**src/rtl/csvt_pkg.sv**
```systemverilog
// Shared types and constants for the CSV row field tokenizer.
package csvt_pkg;

    localparam int CSVT_MAX_FIELDS = 8;
    localparam int CSVT_QDEPTH     = 4;
    localparam int CSVT_ITEMS      = 3;

    localparam logic [7:0] CH_QUOTE = 8'h22;
    localparam logic [7:0] CH_COMMA = 8'h2C;
    localparam logic [7:0] CH_LF    = 8'h0A;
    localparam logic [7:0] CH_CR    = 8'h0D;

    localparam logic [1:0] CFG_MAX_FIELDS  = 2'd0;
    localparam logic [1:0] CFG_MIN_FIELDS  = 2'd1;
    localparam logic [1:0] CFG_SKIP_HEADER = 2'd2;

    localparam logic [3:0] RST_MAX_FIELDS  = 4'd6;
    localparam logic [3:0] RST_MIN_FIELDS  = 4'd3;
    localparam logic       RST_SKIP_HEADER = 1'b1;

    typedef enum logic [4:0] {
        M_START = 5'b00001,
        M_UNQ   = 5'b00010,
        M_QUO   = 5'b00100,
        M_QSEEN = 5'b01000,
        M_SKIP  = 5'b10000
    } t_mode;

    typedef struct packed {
        logic       has;
        logic [7:0] data;
        logic [2:0] fnum;
        logic       fd;
        logic       rd;
        logic [3:0] cnt;
        logic       ok;
        logic       last;
    } t_item;

    // results of one input byte, slot 0 first
    typedef struct packed {
        t_item [CSVT_ITEMS-1:0] it;
        logic  [1:0]            n;
    } t_bundle;

endpackage

```
**src/rtl/csvt_front.sv**
```systemverilog
// Front end: parses one byte per cycle while i_acc is high and builds its bundle of result items.
module csvt_front
    import csvt_pkg::*;
#(
    parameter int MAX_FIELDS = CSVT_MAX_FIELDS
) (
    input  logic       i_clk,
    input  logic       i_rst_n,
    input  logic       i_acc,
    input  logic [7:0] i_data_byte,
    input  logic       i_end_of_stream,
    input  logic [3:0] i_max_fields,
    input  logic [3:0] i_min_fields,
    input  logic       i_skip_header,
    output logic       o_q_push,
    output t_bundle    o_bundle
);

    localparam int FI_MAX = (MAX_FIELDS < 15) ? MAX_FIELDS : 15;
    localparam int FIW    = $clog2(FI_MAX + 1);

    typedef struct packed {
        t_mode            mode;
        logic [FIW-1:0]   fidx;
        logic             nonblank;
    } t_ps;

    typedef struct packed {
        t_ps     s;
        t_bundle b;
    } t_cres;

    t_mode          r_mode, n_mode;
    logic [FIW-1:0] r_fidx, n_fidx;
    logic           r_pcr, n_pcr;
    logic           r_nonblank, n_nonblank;
    logic           r_hdr_pend, n_hdr_pend;

    logic [4:0]     lim;
    t_cres          c;
    t_bundle        bun;

    function automatic t_bundle f_emit(t_bundle b, logic has, logic [7:0] ch,
                                       logic [FIW-1:0] fi, logic fd, logic rd,
                                       logic [4:0] cnt, logic [3:0] minf);
        t_item      it;
        logic [4:0] fi5;
        fi5     = 5'(fi);
        it.has  = has;
        it.data = has ? ch : 8'h00;
        it.fnum = fi5[2:0];
        it.fd   = fd;
        it.rd   = rd;
        it.cnt  = rd ? cnt[3:0] : 4'd0;
        it.ok   = rd && (cnt >= {1'b0, minf});
        it.last = 1'b0;
        if (b.n != 2'd3) begin
            b.it[b.n] = it;
            b.n       = b.n + 2'd1;
        end
        return b;
    endfunction

    function automatic t_cres f_finish(t_cres x, logic [4:0] lm, logic [3:0] minf);
        x.b      = f_emit(x.b, 1'b0, 8'h00, x.s.fidx, 1'b1, 1'b0, 5'd0, minf);
        x.s.fidx = x.s.fidx + 1'b1;
        x.s.mode = (5'(x.s.fidx) >= lm) ? M_SKIP : M_START;
        return x;
    endfunction

    function automatic t_cres f_begin(t_cres x, logic [7:0] ch, logic [4:0] lm,
                                      logic [3:0] minf);
        if (ch == CH_CR || 5'(x.s.fidx) >= lm) begin
            x.s.mode = M_SKIP;
        end else if (ch == CH_QUOTE) begin
            x.s.mode = M_QUO;
        end else if (ch == CH_COMMA) begin
            x = f_finish(x, lm, minf);
        end else begin
            x.b      = f_emit(x.b, 1'b1, ch, x.s.fidx, 1'b0, 1'b0, 5'd0, minf);
            x.s.mode = M_UNQ;
        end
        return x;
    endfunction

    function automatic t_cres f_content(t_cres x, logic [7:0] ch, logic [4:0] lm,
                                        logic [3:0] minf);
        x.s.nonblank = 1'b1;
        unique case (x.s.mode)
            M_START: begin
                x = f_begin(x, ch, lm, minf);
            end
            M_UNQ: begin
                if (ch == CH_COMMA) begin
                    x = f_finish(x, lm, minf);
                end else if (ch == CH_CR) begin
                    x        = f_finish(x, lm, minf);
                    x.s.mode = M_SKIP;
                end else begin
                    x.b = f_emit(x.b, 1'b1, ch, x.s.fidx, 1'b0, 1'b0, 5'd0, minf);
                end
            end
            M_QUO: begin
                if (ch == CH_QUOTE) begin
                    x.s.mode = M_QSEEN;
                end else begin
                    x.b = f_emit(x.b, 1'b1, ch, x.s.fidx, 1'b0, 1'b0, 5'd0, minf);
                end
            end
            M_QSEEN: begin
                if (ch == CH_QUOTE) begin
                    x.b = f_emit(x.b, 1'b1, CH_QUOTE, x.s.fidx, 1'b0, 1'b0, 5'd0, minf);
                    x.s.mode = M_QUO;
                end else begin
                    x = f_finish(x, lm, minf);
                    if (ch != CH_COMMA && x.s.mode == M_START) begin
                        x = f_begin(x, ch, lm, minf);
                    end
                end
            end
            M_SKIP: begin
            end
            default: begin
            end
        endcase
        return x;
    endfunction

    function automatic t_cres f_end_row(t_cres x, logic [3:0] minf);
        if (x.s.nonblank) begin
            if (x.s.mode == M_UNQ || x.s.mode == M_QUO || x.s.mode == M_QSEEN) begin
                x.b = f_emit(x.b, 1'b0, 8'h00, x.s.fidx, 1'b1, 1'b1,
                             5'(x.s.fidx) + 5'd1, minf);
            end else begin
                x.b = f_emit(x.b, 1'b0, 8'h00, '0, 1'b0, 1'b1, 5'(x.s.fidx), minf);
            end
        end
        x.s.mode     = M_START;
        x.s.fidx     = '0;
        x.s.nonblank = 1'b0;
        return x;
    endfunction

    always_comb begin
        lim = ({1'b0, i_max_fields} > 5'(FI_MAX)) ? 5'(FI_MAX) : {1'b0, i_max_fields};

        c.s.mode     = r_mode;
        c.s.fidx     = r_fidx;
        c.s.nonblank = r_nonblank;
        c.b          = '0;
        n_pcr        = r_pcr;
        n_hdr_pend   = r_hdr_pend;

        if (i_data_byte == CH_LF) begin
            if (c.s.nonblank) begin
                n_hdr_pend = 1'b0;
            end
            c     = f_end_row(c, i_min_fields);
            n_pcr = 1'b0;
        end else begin
            if (n_pcr) begin
                n_pcr = 1'b0;
                c     = f_content(c, CH_CR, lim, i_min_fields);
            end
            if (i_data_byte == CH_CR) begin
                n_pcr = 1'b1;
            end else begin
                c = f_content(c, i_data_byte, lim, i_min_fields);
            end
        end

        if (i_end_of_stream) begin
            n_pcr      = 1'b0;
            c          = f_end_row(c, i_min_fields);
            n_hdr_pend = 1'b1;
        end

        n_mode     = c.s.mode;
        n_fidx     = c.s.fidx;
        n_nonblank = c.s.nonblank;

        bun = c.b;
        // header row gives nothing while skip_header is set
        if (r_hdr_pend && i_skip_header) begin
            bun.n = 2'd0;
        end
        if (bun.n != 2'd0) begin
            bun.it[bun.n - 2'd1].last = 1'b1;
        end
    end

    assign o_bundle = bun;
    assign o_q_push = i_acc && (bun.n != 2'd0);

    always_ff @(posedge i_clk) begin
        if (!i_rst_n) begin
            r_mode     <= M_START;
            r_fidx     <= '0;
            r_pcr      <= 1'b0;
            r_nonblank <= 1'b0;
            r_hdr_pend <= 1'b1;
        end else if (i_acc) begin
            r_mode     <= n_mode;
            r_fidx     <= n_fidx;
            r_pcr      <= n_pcr;
            r_nonblank <= n_nonblank;
            r_hdr_pend <= n_hdr_pend;
        end
    end

endmodule

```
**src/rtl/csvt_queue.sv**
```systemverilog
// Bundle queue between the parser front end and the output back end.
module csvt_queue
    import csvt_pkg::*;
#(
    parameter int DEPTH = CSVT_QDEPTH
) (
    input  logic    i_clk,
    input  logic    i_rst_n,
    input  logic    i_push,
    input  t_bundle i_bundle,
    input  logic    i_pop,
    output logic    o_full,
    output logic    o_empty,
    output t_bundle o_head
);

    localparam int PW = (DEPTH > 1) ? $clog2(DEPTH) : 1;
    localparam int CW = $clog2(DEPTH + 1);

    t_bundle         r_mem [DEPTH];
    logic [PW-1:0]   r_wr, r_rd;
    logic [CW-1:0]   r_cnt;
    logic            do_push, do_pop;

    assign o_full  = (r_cnt == CW'(DEPTH));
    assign o_empty = (r_cnt == '0);
    assign o_head  = r_mem[r_rd];
    assign do_push = i_push && !o_full;
    assign do_pop  = i_pop && !o_empty;

    always_ff @(posedge i_clk) begin
        if (do_push) begin
            r_mem[r_wr] <= i_bundle;
        end
    end

    always_ff @(posedge i_clk) begin
        if (!i_rst_n) begin
            r_wr  <= '0;
            r_rd  <= '0;
            r_cnt <= '0;
        end else begin
            if (do_push) begin
                r_wr <= (r_wr == PW'(DEPTH - 1)) ? '0 : r_wr + 1'b1;
            end
            if (do_pop) begin
                r_rd <= (r_rd == PW'(DEPTH - 1)) ? '0 : r_rd + 1'b1;
            end
            if (do_push && !do_pop) begin
                r_cnt <= r_cnt + 1'b1;
            end else if (!do_push && do_pop) begin
                r_cnt <= r_cnt - 1'b1;
            end
        end
    end

endmodule

```
**src/rtl/csvt_back.sv**
```systemverilog
// Back end: holds one bundle and hands its items out one per pop.
module csvt_back
    import csvt_pkg::*;
(
    input  logic    i_clk,
    input  logic    i_rst_n,
    input  logic    i_q_empty,
    input  t_bundle i_q_head,
    output logic    o_q_pop,
    input  logic    i_pop,
    output logic    o_empty,
    output t_item   o_item
);

    t_bundle    r_bun;
    logic [1:0] r_idx;
    logic       r_valid;
    logic       last_of;
    logic       load;

    assign last_of = (r_idx == r_bun.n - 2'd1);
    assign load    = !i_q_empty && (!r_valid || (i_pop && last_of));
    assign o_q_pop = load;
    assign o_empty = !r_valid;
    assign o_item  = r_bun.it[r_idx];

    always_ff @(posedge i_clk) begin
        if (load) begin
            r_bun <= i_q_head;
        end
    end

    always_ff @(posedge i_clk) begin
        if (!i_rst_n) begin
            r_valid <= 1'b0;
            r_idx   <= 2'd0;
        end else if (load) begin
            r_valid <= 1'b1;
            r_idx   <= 2'd0;
        end else if (i_pop && r_valid) begin
            if (last_of) begin
                r_valid <= 1'b0;
                r_idx   <= 2'd0;
            end else begin
                r_idx <= r_idx + 2'd1;
            end
        end
    end

endmodule

```
**src/rtl/csv_row_field_tokenizer.sv**
```systemverilog
// Top level of the CSV row field tokenizer.
//
// Input channel: a byte of CSV text with an end_of_stream flag is taken at a
// rising edge with push high and full low. Each byte yields zero to three
// result items (content byte, field end, row end), all built in the cycle the
// byte is taken and, if any, written as one bundle into a small queue.
// Result channel: while empty is low the oldest item sits on the o_ ports; it
// is taken at an edge with pop high. With pop high, one item leaves per cycle.
// Throughput: one byte per cycle while full is low; a byte that makes several
// items holds the output until each of them has been popped.
// Path: the parser is combinational; the items of a taken byte are registered
// in the queue, then in the output holding register, before they reach the
// o_ ports.
// Stalls: with pop low the output holds; the queue (QUEUE_DEPTH bundles)
// keeps taking bytes until it fills, then full rises.
// Configuration: i_cfg_we writes register i_cfg_addr (0 max_fields,
// 1 min_fields, 2 skip_header) at once; write only while idle.
// Reset: synchronous, active low; registers return to 6, 3, 1, the queue
// empties and the parser expects a header row.
module csv_row_field_tokenizer
    import csvt_pkg::*;
#(
    parameter int MAX_FIELDS  = CSVT_MAX_FIELDS,
    parameter int QUEUE_DEPTH = CSVT_QDEPTH
) (
    input  logic       i_clk,
    input  logic       i_rst_n,
    input  logic       push,
    output logic       full,
    input  logic [7:0] i_data_byte,
    input  logic       i_end_of_stream,
    output logic       empty,
    input  logic       pop,
    output logic       o_has_byte,
    output logic [7:0] o_out_byte,
    output logic [2:0] o_field_number,
    output logic       o_field_done,
    output logic       o_row_done,
    output logic [3:0] o_field_count,
    output logic       o_row_ok,
    output logic       o_last,
    input  logic       i_cfg_we,
    input  logic [1:0] i_cfg_addr,
    input  logic [3:0] i_cfg_wdata
);

    logic [3:0] r_max_fields;
    logic [3:0] r_min_fields;
    logic       r_skip_header;

    logic       acc;
    logic       q_push, q_pop, q_empty;
    t_bundle    f_bundle, q_head;
    t_item      item;

    always_ff @(posedge i_clk) begin
        if (!i_rst_n) begin
            r_max_fields  <= RST_MAX_FIELDS;
            r_min_fields  <= RST_MIN_FIELDS;
            r_skip_header <= RST_SKIP_HEADER;
        end else if (i_cfg_we) begin
            unique case (i_cfg_addr)
                CFG_MAX_FIELDS:  r_max_fields  <= i_cfg_wdata;
                CFG_MIN_FIELDS:  r_min_fields  <= i_cfg_wdata;
                CFG_SKIP_HEADER: r_skip_header <= i_cfg_wdata[0];
                default: begin
                end
            endcase
        end
    end

    assign acc = push && !full;

    csvt_front #(
        .MAX_FIELDS (MAX_FIELDS)
    ) u_front (
        .i_clk           (i_clk),
        .i_rst_n         (i_rst_n),
        .i_acc           (acc),
        .i_data_byte     (i_data_byte),
        .i_end_of_stream (i_end_of_stream),
        .i_max_fields    (r_max_fields),
        .i_min_fields    (r_min_fields),
        .i_skip_header   (r_skip_header),
        .o_q_push        (q_push),
        .o_bundle        (f_bundle)
    );

    csvt_queue #(
        .DEPTH (QUEUE_DEPTH)
    ) u_queue (
        .i_clk    (i_clk),
        .i_rst_n  (i_rst_n),
        .i_push   (q_push),
        .i_bundle (f_bundle),
        .i_pop    (q_pop),
        .o_full   (full),
        .o_empty  (q_empty),
        .o_head   (q_head)
    );

    csvt_back u_back (
        .i_clk     (i_clk),
        .i_rst_n   (i_rst_n),
        .i_q_empty (q_empty),
        .i_q_head  (q_head),
        .o_q_pop   (q_pop),
        .i_pop     (pop),
        .o_empty   (empty),
        .o_item    (item)
    );

    assign o_has_byte     = item.has;
    assign o_out_byte     = item.data;
    assign o_field_number = item.fnum;
    assign o_field_done   = item.fd;
    assign o_row_done     = item.rd;
    assign o_field_count  = item.cnt;
    assign o_row_ok       = item.ok;
    assign o_last         = item.last;

endmodule

```
**config.mk**
```make
export PLATFORM = sky130hd
export DESIGN_NAME = csv_row_field_tokenizer
export DESIGN_NICKNAME = d
export VERILOG_FILES = /design/src/rtl/csvt_pkg.sv /design/src/rtl/csvt_front.sv /design/src/rtl/csvt_queue.sv /design/src/rtl/csvt_back.sv /design/src/rtl/csv_row_field_tokenizer.sv
export SDC_FILE = /design/constraint.sdc
export NUM_CORES = 1
export LEC_CHECK = 0
export BUFFER_PORTS_ARGS = -buffer_cell sky130_fd_sc_hd__buf_2
export CORE_UTILIZATION = 45
export CTS_CLUSTER_DIAMETER = 100
export DETAILED_ROUTE_END_ITERATION = 8
export HOLD_SLACK_MARGIN = 0.03
export PLACE_DENSITY = 0.63
export SLEW_MARGIN = 15
export SYNTH_ARGS = -nofsm -noshare
export SYNTH_HDL_FRONTEND = slang
export SYNTH_SLANG_ARGS = --single-unit
```
**constraint.sdc**
```tcl
create_clock -name i_clk -period 7.2 [get_ports i_clk]
set_input_delay 0 -clock i_clk [delete_from_list [all_inputs] [get_ports i_clk]]
set_output_delay 0 -clock i_clk [all_outputs]
set_load 0.005 [all_outputs]
```
# Yosys cells after proc, flatten, opt, wreduce, memory -nomap -nowiden
# Memory sizes are Yosys's and may differ from the RTL's. A register that Yosys moved wholly into a read port is not among the register bits.
# Index checks and enable logic that the tools add are counted.
# Widths: inputs -> output; s select.
[word_totals]
register_bits = 31
ramBits = 248
inputBits = 20
output_inout_bits = 22
word_cells = 201
memories = 1
[memory_table]
columns = ["name", "words", "word_bits", "read_ports", "rd_ports_with_merged_regs", "write_ports", "line", "text"]
rows = [
  ["u_queue.r_mem", 4, 62, 1, 1, 1, "csvt_queue.sv:20", "t_bundle r_mem [DEPTH];"],
]
[op_classes]
n_addsub = 15
magnitude_cmp = 18
eq_ne = 27
muxes = 85
n_bitwise = 1
reduce_logical = 41
[op_table]
columns = ["operator", "n"]
rows = [
  ["$mux 62", 17],
  ["$mux 72", 8],
  ["$bwmux 60", 8],
  ["$pmux 62 s4", 1],
  ["$mux 67", 3],
  ["$pmux 62 s3", 1],
  ["$demux 20 s2", 4],
  ["$mux 20", 4],
  ["$mux 5", 13],
  ["$mux 60", 1],
  ["$bmux 20 s2", 1],
  ["$pmux 10 s3", 1],
  ["$mux 13", 2],
  ["$eq 5x1->1 const B", 4],
  ["$ge 4x5->1", 4],
  ["$pmux 5 s4", 1],
  ["$eq 8x4->1 const B", 2],
  ["$eq 8x6->1 const B", 2],
  ["$eq 5x2->1 const B", 3],
  ["$eq 5x3->1 const B", 3],
  ["$eq 5x4->1 const B", 3],
  ["$logic_and 1x1->1", 15],
  ["$lt 2x3->1 const B", 5],
  ["$pmux 5 s3", 1],
  ["29 further kinds", 80],
]

# Logic depth before layout (Yosys ltp)
[depth]
ltp_word = 49
ltp_mapped = 25
mapped_depth_nobuf = 23

# Hierarchy
# A second synthesis with hierarchy kept.
[unflattened]
hier_cells = 1069
area_unflattened_um2 = 15891.5
[by_module_without_submodules]
columns = ["mod", "instances", "cells_per_inst", "area_per_inst_um2", "seq_area_each_um2"]
rows = [
  ["csvt_queue", 1, 375, 9496.6, 7627.3],
  ["csvt_front", 1, 501, 3537.1, 240.2],
  ["csvt_back", 1, 154, 2456.1, 1921.8],
  ["csv_row_field_tokenizer", 1, 39, 401.6, 180.2],
]

# Worst setup path before layout
# No wires, ideal clock.
[synth_timing]
kind = "flip-flop to flip-flop"
startpoint = "reg u_front.r_mode[2]"
endpoint = "mem u_queue.r_mem[0][0] (netlist bit) (enable)"
setup_ps = 427
arrival_time_ps = 5309
required_time_ps = 6773
setup_slack_ps = 1465
path_stages_with_launch = 19
path_buffers = 2
period_less_slack_ps = 5735
cell_sequence = "dfxtp_1 -> buf_6 -> or2_2 -> nor3_4 -> mux2i_1 -> inv_1 -> ha_1 -> xnor2_1 -> ha_1 -> a2111oi_4 -> or2_1 -> buf_2 -> nand2_1 -> ha_1 -> o211ai_1 -> a21oi_1 -> o311ai_2 -> o31a_1 -> and2_1"
[synth_between]
elab_chain_len = 30
elab_cells_between_ends = 76
classes_between = "add/sub: 5; order compare: 3; eq/ne: 15; mux: 45; reduce/logical: 8"
[synth_lines]
columns = ["item", "line", "text"]
rows = [
  ["start: declaration", "csvt_front.sv:33", "t_mode r_mode, n_mode;"],
  ["start signal: assignment", "csvt_front.sv:203", "r_mode <= n_mode;"],
  ["$eq 5x4->1 (tied with other cells)", "csvt_front.sv:89", "unique case (x.s.mode)"],
  ["$pmux 62 s3", "csvt_front.sv:89", ""],
  ["$mux 72 *", "csvt_front.sv:161", "if (n_pcr) begin"],
  ["$mux 72 *", "csvt_front.sv:154", "if (i_data_byte == CH_LF) begin"],
  ["branches (longest 13 deep; another with $ge 4x5->1)", "n/a", ""],
  ["$mux 72 *", "csvt_front.sv:165", "if (i_data_byte == CH_CR) begin"],
  ["$mux 72 *", "csvt_front.sv:154", ""],
  ["$add 2x1->2 / $ne 2x2->1 (equally long branches)", "csvt_front.sv:59, csvt_front.sv:57", ""],
  ["[... 3 more ...]", "n/a", ""],
  ["$mux 72 *", "csvt_front.sv:172", "if (i_end_of_stream) begin"],
  ["$mux 2 *", "csvt_front.sv:184", "if (r_hdr_pend && i_skip_header) begin"],
  ["$reduce_bool 2->1 *", "csvt_front.sv:193", "assign o_q_push = i_acc && (bun.n != 2'd0);"],
  ["$logic_and 1x1->1 *", "csvt_front.sv:193", ""],
  ["$logic_and 1x1->1 *", "csvt_queue.sv:28", "assign do_push = i_push && !o_full;"],
  ["via u_queue.do_push", "csvt_queue.sv:23", "logic do_push, do_pop;"],
  ["$mux 1 *", "csvt_queue.sv:32", "if (do_push) begin"],
  ["$mux 1 (implied by the code) *", "csvt_queue.sv:33", "r_mem[r_wr] <= i_bundle;"],
  ["end: declaration", "csvt_queue.sv:20", ""],
]
# Mark *: on every way through the listed nets, which the timed path passes. The select of a mux whose other input is x is not followed.

# Worst setup path after layout
[layout_timing]
startpoint = "reg u_front.r_mode[1]"
endpoint = "reg u_queue.r_cnt[2]"
[layout_between]
elab_chain_len = 31
elab_cells_between_ends = 79
classes_between = "add/sub: 5; order compare: 3; eq/ne: 15; mux: 44; reduce/logical: 12"
[layout_lines]
columns = ["item", "line", "text"]
rows = [
  ["$eq 5x4->1 (tied with other cells)", "csvt_front.sv:89", ""],
  ["$pmux 62 s3", "csvt_front.sv:89", ""],
  ["$mux 72 *", "csvt_front.sv:161", ""],
  ["$mux 72 *", "csvt_front.sv:154", ""],
  ["branches (longest 13 deep; another with $ge 4x5->1)", "n/a", ""],
  ["$mux 72 *", "csvt_front.sv:165", ""],
  ["$mux 72 *", "csvt_front.sv:154", ""],
  ["$add 2x1->2 / $ne 2x2->1 (equally long branches)", "csvt_front.sv:59, csvt_front.sv:57", ""],
  ["[... 4 more ...]", "n/a", ""],
  ["$mux 2 *", "csvt_front.sv:184", ""],
  ["$reduce_bool 2->1 *", "csvt_front.sv:193", ""],
  ["$logic_and 1x1->1 *", "csvt_front.sv:193", ""],
  ["$logic_and 1x1->1 *", "csvt_queue.sv:28", ""],
  ["via u_queue.do_push", "csvt_queue.sv:23", ""],
  ["$logic_not 1->1", "csvt_queue.sv:51", "end else if (!do_push && do_pop) begin"],
  ["$logic_and 1x1->1", "csvt_queue.sv:51", ""],
  ["$reduce_bool 2->1 (no source line)", "n/a", ""],
  ["end signal: assignment", "csvt_queue.sv:50", "r_cnt <= r_cnt + 1'b1;"],
  ["end signal: assignment", "csvt_queue.sv:52", "r_cnt <= r_cnt - 1'b1;"],
  ["end: declaration", "csvt_queue.sv:22", "logic [CW-1:0] r_cnt;"],
]
# Marked as above.
# A chain may end at the register's enable or synchronous reset.

==> flow_metrics.env <==
export IMPL_dr_pass1_iters=5
export IMPL_fin_nets=1206
export IMPL_postCtsSetupBuffers=0
export IMPL_seq_area_frac_synth=0.635
export IMPL_switching_power_mw=1.52
export IMPL_synth_ff_type="edfxtp_1"
export IMPL_timing_final_hold_violations=0
export IMPL_run_status="completed"
export IMPL_antenna_found_initial=0
export IMPL_cts_root_buf="clkbuf_16"
export IMPL_postSynth_asyncResetShare=0
export IMPL_grt_max_degree=66
export IMPL_clkTransAtPathRegs_ps=60
export IMPL_grt_overflow=0
export IMPL_whs_ps=323
export IMPL_ys_ff_latch=341
export IMPL_dieArea_um2=35500
export IMPL_antenna_left=0
export IMPL_finalCritPeriodShare=0.851
export IMPL_maxCapViolations=0
export IMPL_powerDensity_nw_per_um2=309
export IMPL_grt_pass1_wl_um=54100
export IMPL_syn_area_um2=15600
export IMPL_worstSkewPairLatency_ps=520
export IMPL_ff2ff_path_depth=21
export IMPL_crit_arrival_ps=6560
export IMPL_endpoint="u_queue.r_cnt[2]$_SDFFE_PN0P_"
export IMPL_cts_htree_levels=2
export IMPL_hp_class="in -> reg"
export IMPL_place_congestion=0.936
export IMPL_cts_tree="done"
export IMPL_r2r_start="u_front.r_mode[1]$_SDFFE_PN0P_"
export IMPL_core_um2=33900
export IMPL_ioPinCount=42
export IMPL_drv_slew=0
export IMPL_antennaDiodeCount=0
export IMPL_relSlewSlack=0.359
export IMPL_fin_ws_ps=1070
export IMPL_post_cts_resize_count=0
export IMPL_die_x_um=188
export IMPL_cts_sinks=341
export IMPL_synth_top_area_cell="edfxtp_1"
export IMPL_dp_hpwl_um=23100
export IMPL_setup_tns_ps=0
export IMPL_required_ps=7640
export IMPL_initial_core_util=0.462
export IMPL_yosys_warnings=0
export IMPL_cp_end_kind="flip-flop"
export IMPL_synthCells=1040
export IMPL_r2r_slack_ps=1070
export IMPL_pre_cts_slack_ps=1080
export IMPL_cts_inserted_buffers=37
export IMPL_drive_above_1_share=0.192
export IMPL_drcViolationCount=0
export IMPL_p_sw_frac=0.276
export IMPL_areaGrowthSynthToFinish_pct=14.0
export IMPL_fin_skew_ps=20.9
export IMPL_critPathLaunchType="flip-flop"
export IMPL_fin_area_um2=17800
export IMPL_fin_crit_ps=6130
export IMPL_p_int_mw=3.99
export IMPL_avgSynthCellArea_um2=15.0
export IMPL_wl_per_cell_um=21.8
export IMPL_vias_per_cell=5.63
export IMPL_p_comb_frac=0.208
export IMPL_yosysUniqueCellTypes=93
export IMPL_first_iter_violations=737
export IMPL_grt_pass1_vias=9000
export IMPL_worstSetupPathType="reg -> reg"
export IMPL_worstMarginPinSlew_ps=961
export IMPL_worstPathMaxFanout=15
export IMPL_p_leak_nw=6.07
export IMPL_yosys_area_top_type_share=0.595
export IMPL_vdd_drop_max_mv=0.241
export IMPL_clk_path_buf_depth=3
export IMPL_num_vias=9102
export IMPL_die_height_um=188
export IMPL_portBuffers=41
export IMPL_placed_area_um2=16400
export IMPL_fmaxAchievable_mhz=163
export IMPL_setup_viol=0
export IMPL_fp_row_count=67
export IMPL_power_frac_seq=0.472
export IMPL_rsz0062_at_grt="no"
export IMPL_hp_start="i_cfg_wdata[2]"
export IMPL_synth_area_leaders="edfxtp_1, mux4_2, dfxtp_1"
export IMPL_rr_endpoint="u_queue.r_cnt[2]$_SDFFE_PN0P_"
export IMPL_routed_wl_um=35300
export IMPL_synth_edf_count=310
export IMPL_grtUsageTotal=0.202
export IMPL_holdBufCountCts=27
export IMPL_p_clk_frac=0.320
export IMPL_critPathLaunch="u_front.r_mode[1]$_SDFFE_PN0P_"
==> power by group through the flow <==
stage	registers, mW	clock network (mW)	logic, mW
after floorplan	2.59	0	0.844
after global placement	2.64	0	1.14
after detailed placement	2.65	0	1.15
after CTS	2.61	1.81	1.17
after global routing	2.62	1.88	1.26
final	2.60	1.76	1.15
==> per-stage QoR <==
step / utilization / cells / power, mW
final: 0.526 / 1618 / 5.51
after detailed placement: 0.485 / 1527 / 3.80
after CTS: 0.526 / 1618 / 5.58
after floorplan: - / 1075 / 3.43
after global placement: 0.485 / 1527 / 3.79
after global routing: 0.526 / 1618 / 5.77
==> cell families after synthesis <==
kind of cell / share of synthesized area
DFF: 0.635
and+or+nand+nor: 0.100
AOI/OAI and AO/OA: 0.0796
muxes: 0.114
buffers and inverters: 0.0250
adders and majority gates: 0.0333
xor gates and xnor gates: 0.0126
other: 0.000240
==> Yosys cell counts (9+ instances only) <==
master and count:
nor2b_1 27, o211ai_1 14, nor2_1 42, nand4_1 12, nor3_1 17, edfxtp_1 310, buf_2 12, mux4_2 62
nand2_1 75, ha_1 40, or3_1 9, clkbuf_1 24, a21oi_1 30, mux2i_1 35, a22oi_1 12, o21ai_0 44
nand3_1 21, xnor2_1 13, inv_1 28, and2_1 21, dfxtp_1 31
==> layout by cell type (no fill, tap or decap), types with 26 or more instances in the layout <==
cell / count
edfxtp_1: 310
nand2_1: 75
mux4_2: 62
o21ai_0: 44
nor2_1: 42
buf_2: 41
ha_1: 40
clkbuf_16: 37
conb_1: 36
mux2i_1: 35
a21oi_1: 29
dfxtp_1: 29
inv_1: 28
dlygate4sd3_1: 27
nor2b_1: 26
==> sequential cells by signal, summed over array words and instances, names as in the netlist <==
signal and cells:
u_queue.r_mem 248, u_back.r_bun 62, u_front.r_mode 5, r_max_fields 4, r_min_fields 4, u_front.r_fidx 4, u_queue.r_cnt 3, u_back.r_idx 2
u_queue.r_rd 2, u_queue.r_wr 2, r_skip_header 1, u_back.r_valid 1, u_front.r_hdr_pend 1, u_front.r_nonblank 1, u_front.r_pcr 1
==> worst min-delay path by stage <==
stage | endpoint | slack [ps] | depth (start not counted)
2_1_floorplan | r_min_fields[0]$_SDFFE_PN1P_ | 130 | 2
6_report | r_min_fields[2]$_SDFFE_PN0P_ | 320 | 4
4_1_cts | r_min_fields[1]$_SDFFE_PN1P_ | 280 | 4
3_5_place_dp | r_max_fields[2]$_SDFFE_PN1P_ | 250 | 3
3_3_place_gp | r_max_fields[1]$_SDFFE_PN1P_ | 240 | 3
5_1_grt | r_min_fields[2]$_SDFFE_PN0P_ | 350 | 4
==> worst max-delay path: stages, from the launching register on <==
cell	delay (ps)
dfxtp_1	690
xnor2_2	210
nor3_4	380
xnor2_1	310
inv_1	240
ha_1	340
xnor2_1	160
ha_1	230
a2111oi_4	410
or2_1	280
nand2_1	100
ha_1	300
o211ai_1	130
a21oi_1	120
o311ai_2	380
o31a_1	400
ha_1	250
inv_1	70
fa_1	420
xor2_1	170
or3_1	300
a21boi_0	160
==> area by class of cell <==
class	instances	area, um2
timing repair buffer	82	618
sequential	341	9930
clock buffer	44	952
inverter	32	125
fill	2846	16000
multi-input combinational	651	5470
clock inverter	20	173
tap	448	561
==> metal layers <==
layer | wire, um | part of all wire | track usage
met3 | 1640 | 0.047 | 0.0274
met1 | 15600 | 0.44 | 0.275
met5 | 0 | 0 | 0
met4 | 787 | 0.022 | 0.0608
met2 | 17200 | 0.49 | 0.338
No activity file was read; power rests on OpenSTA's default activity.
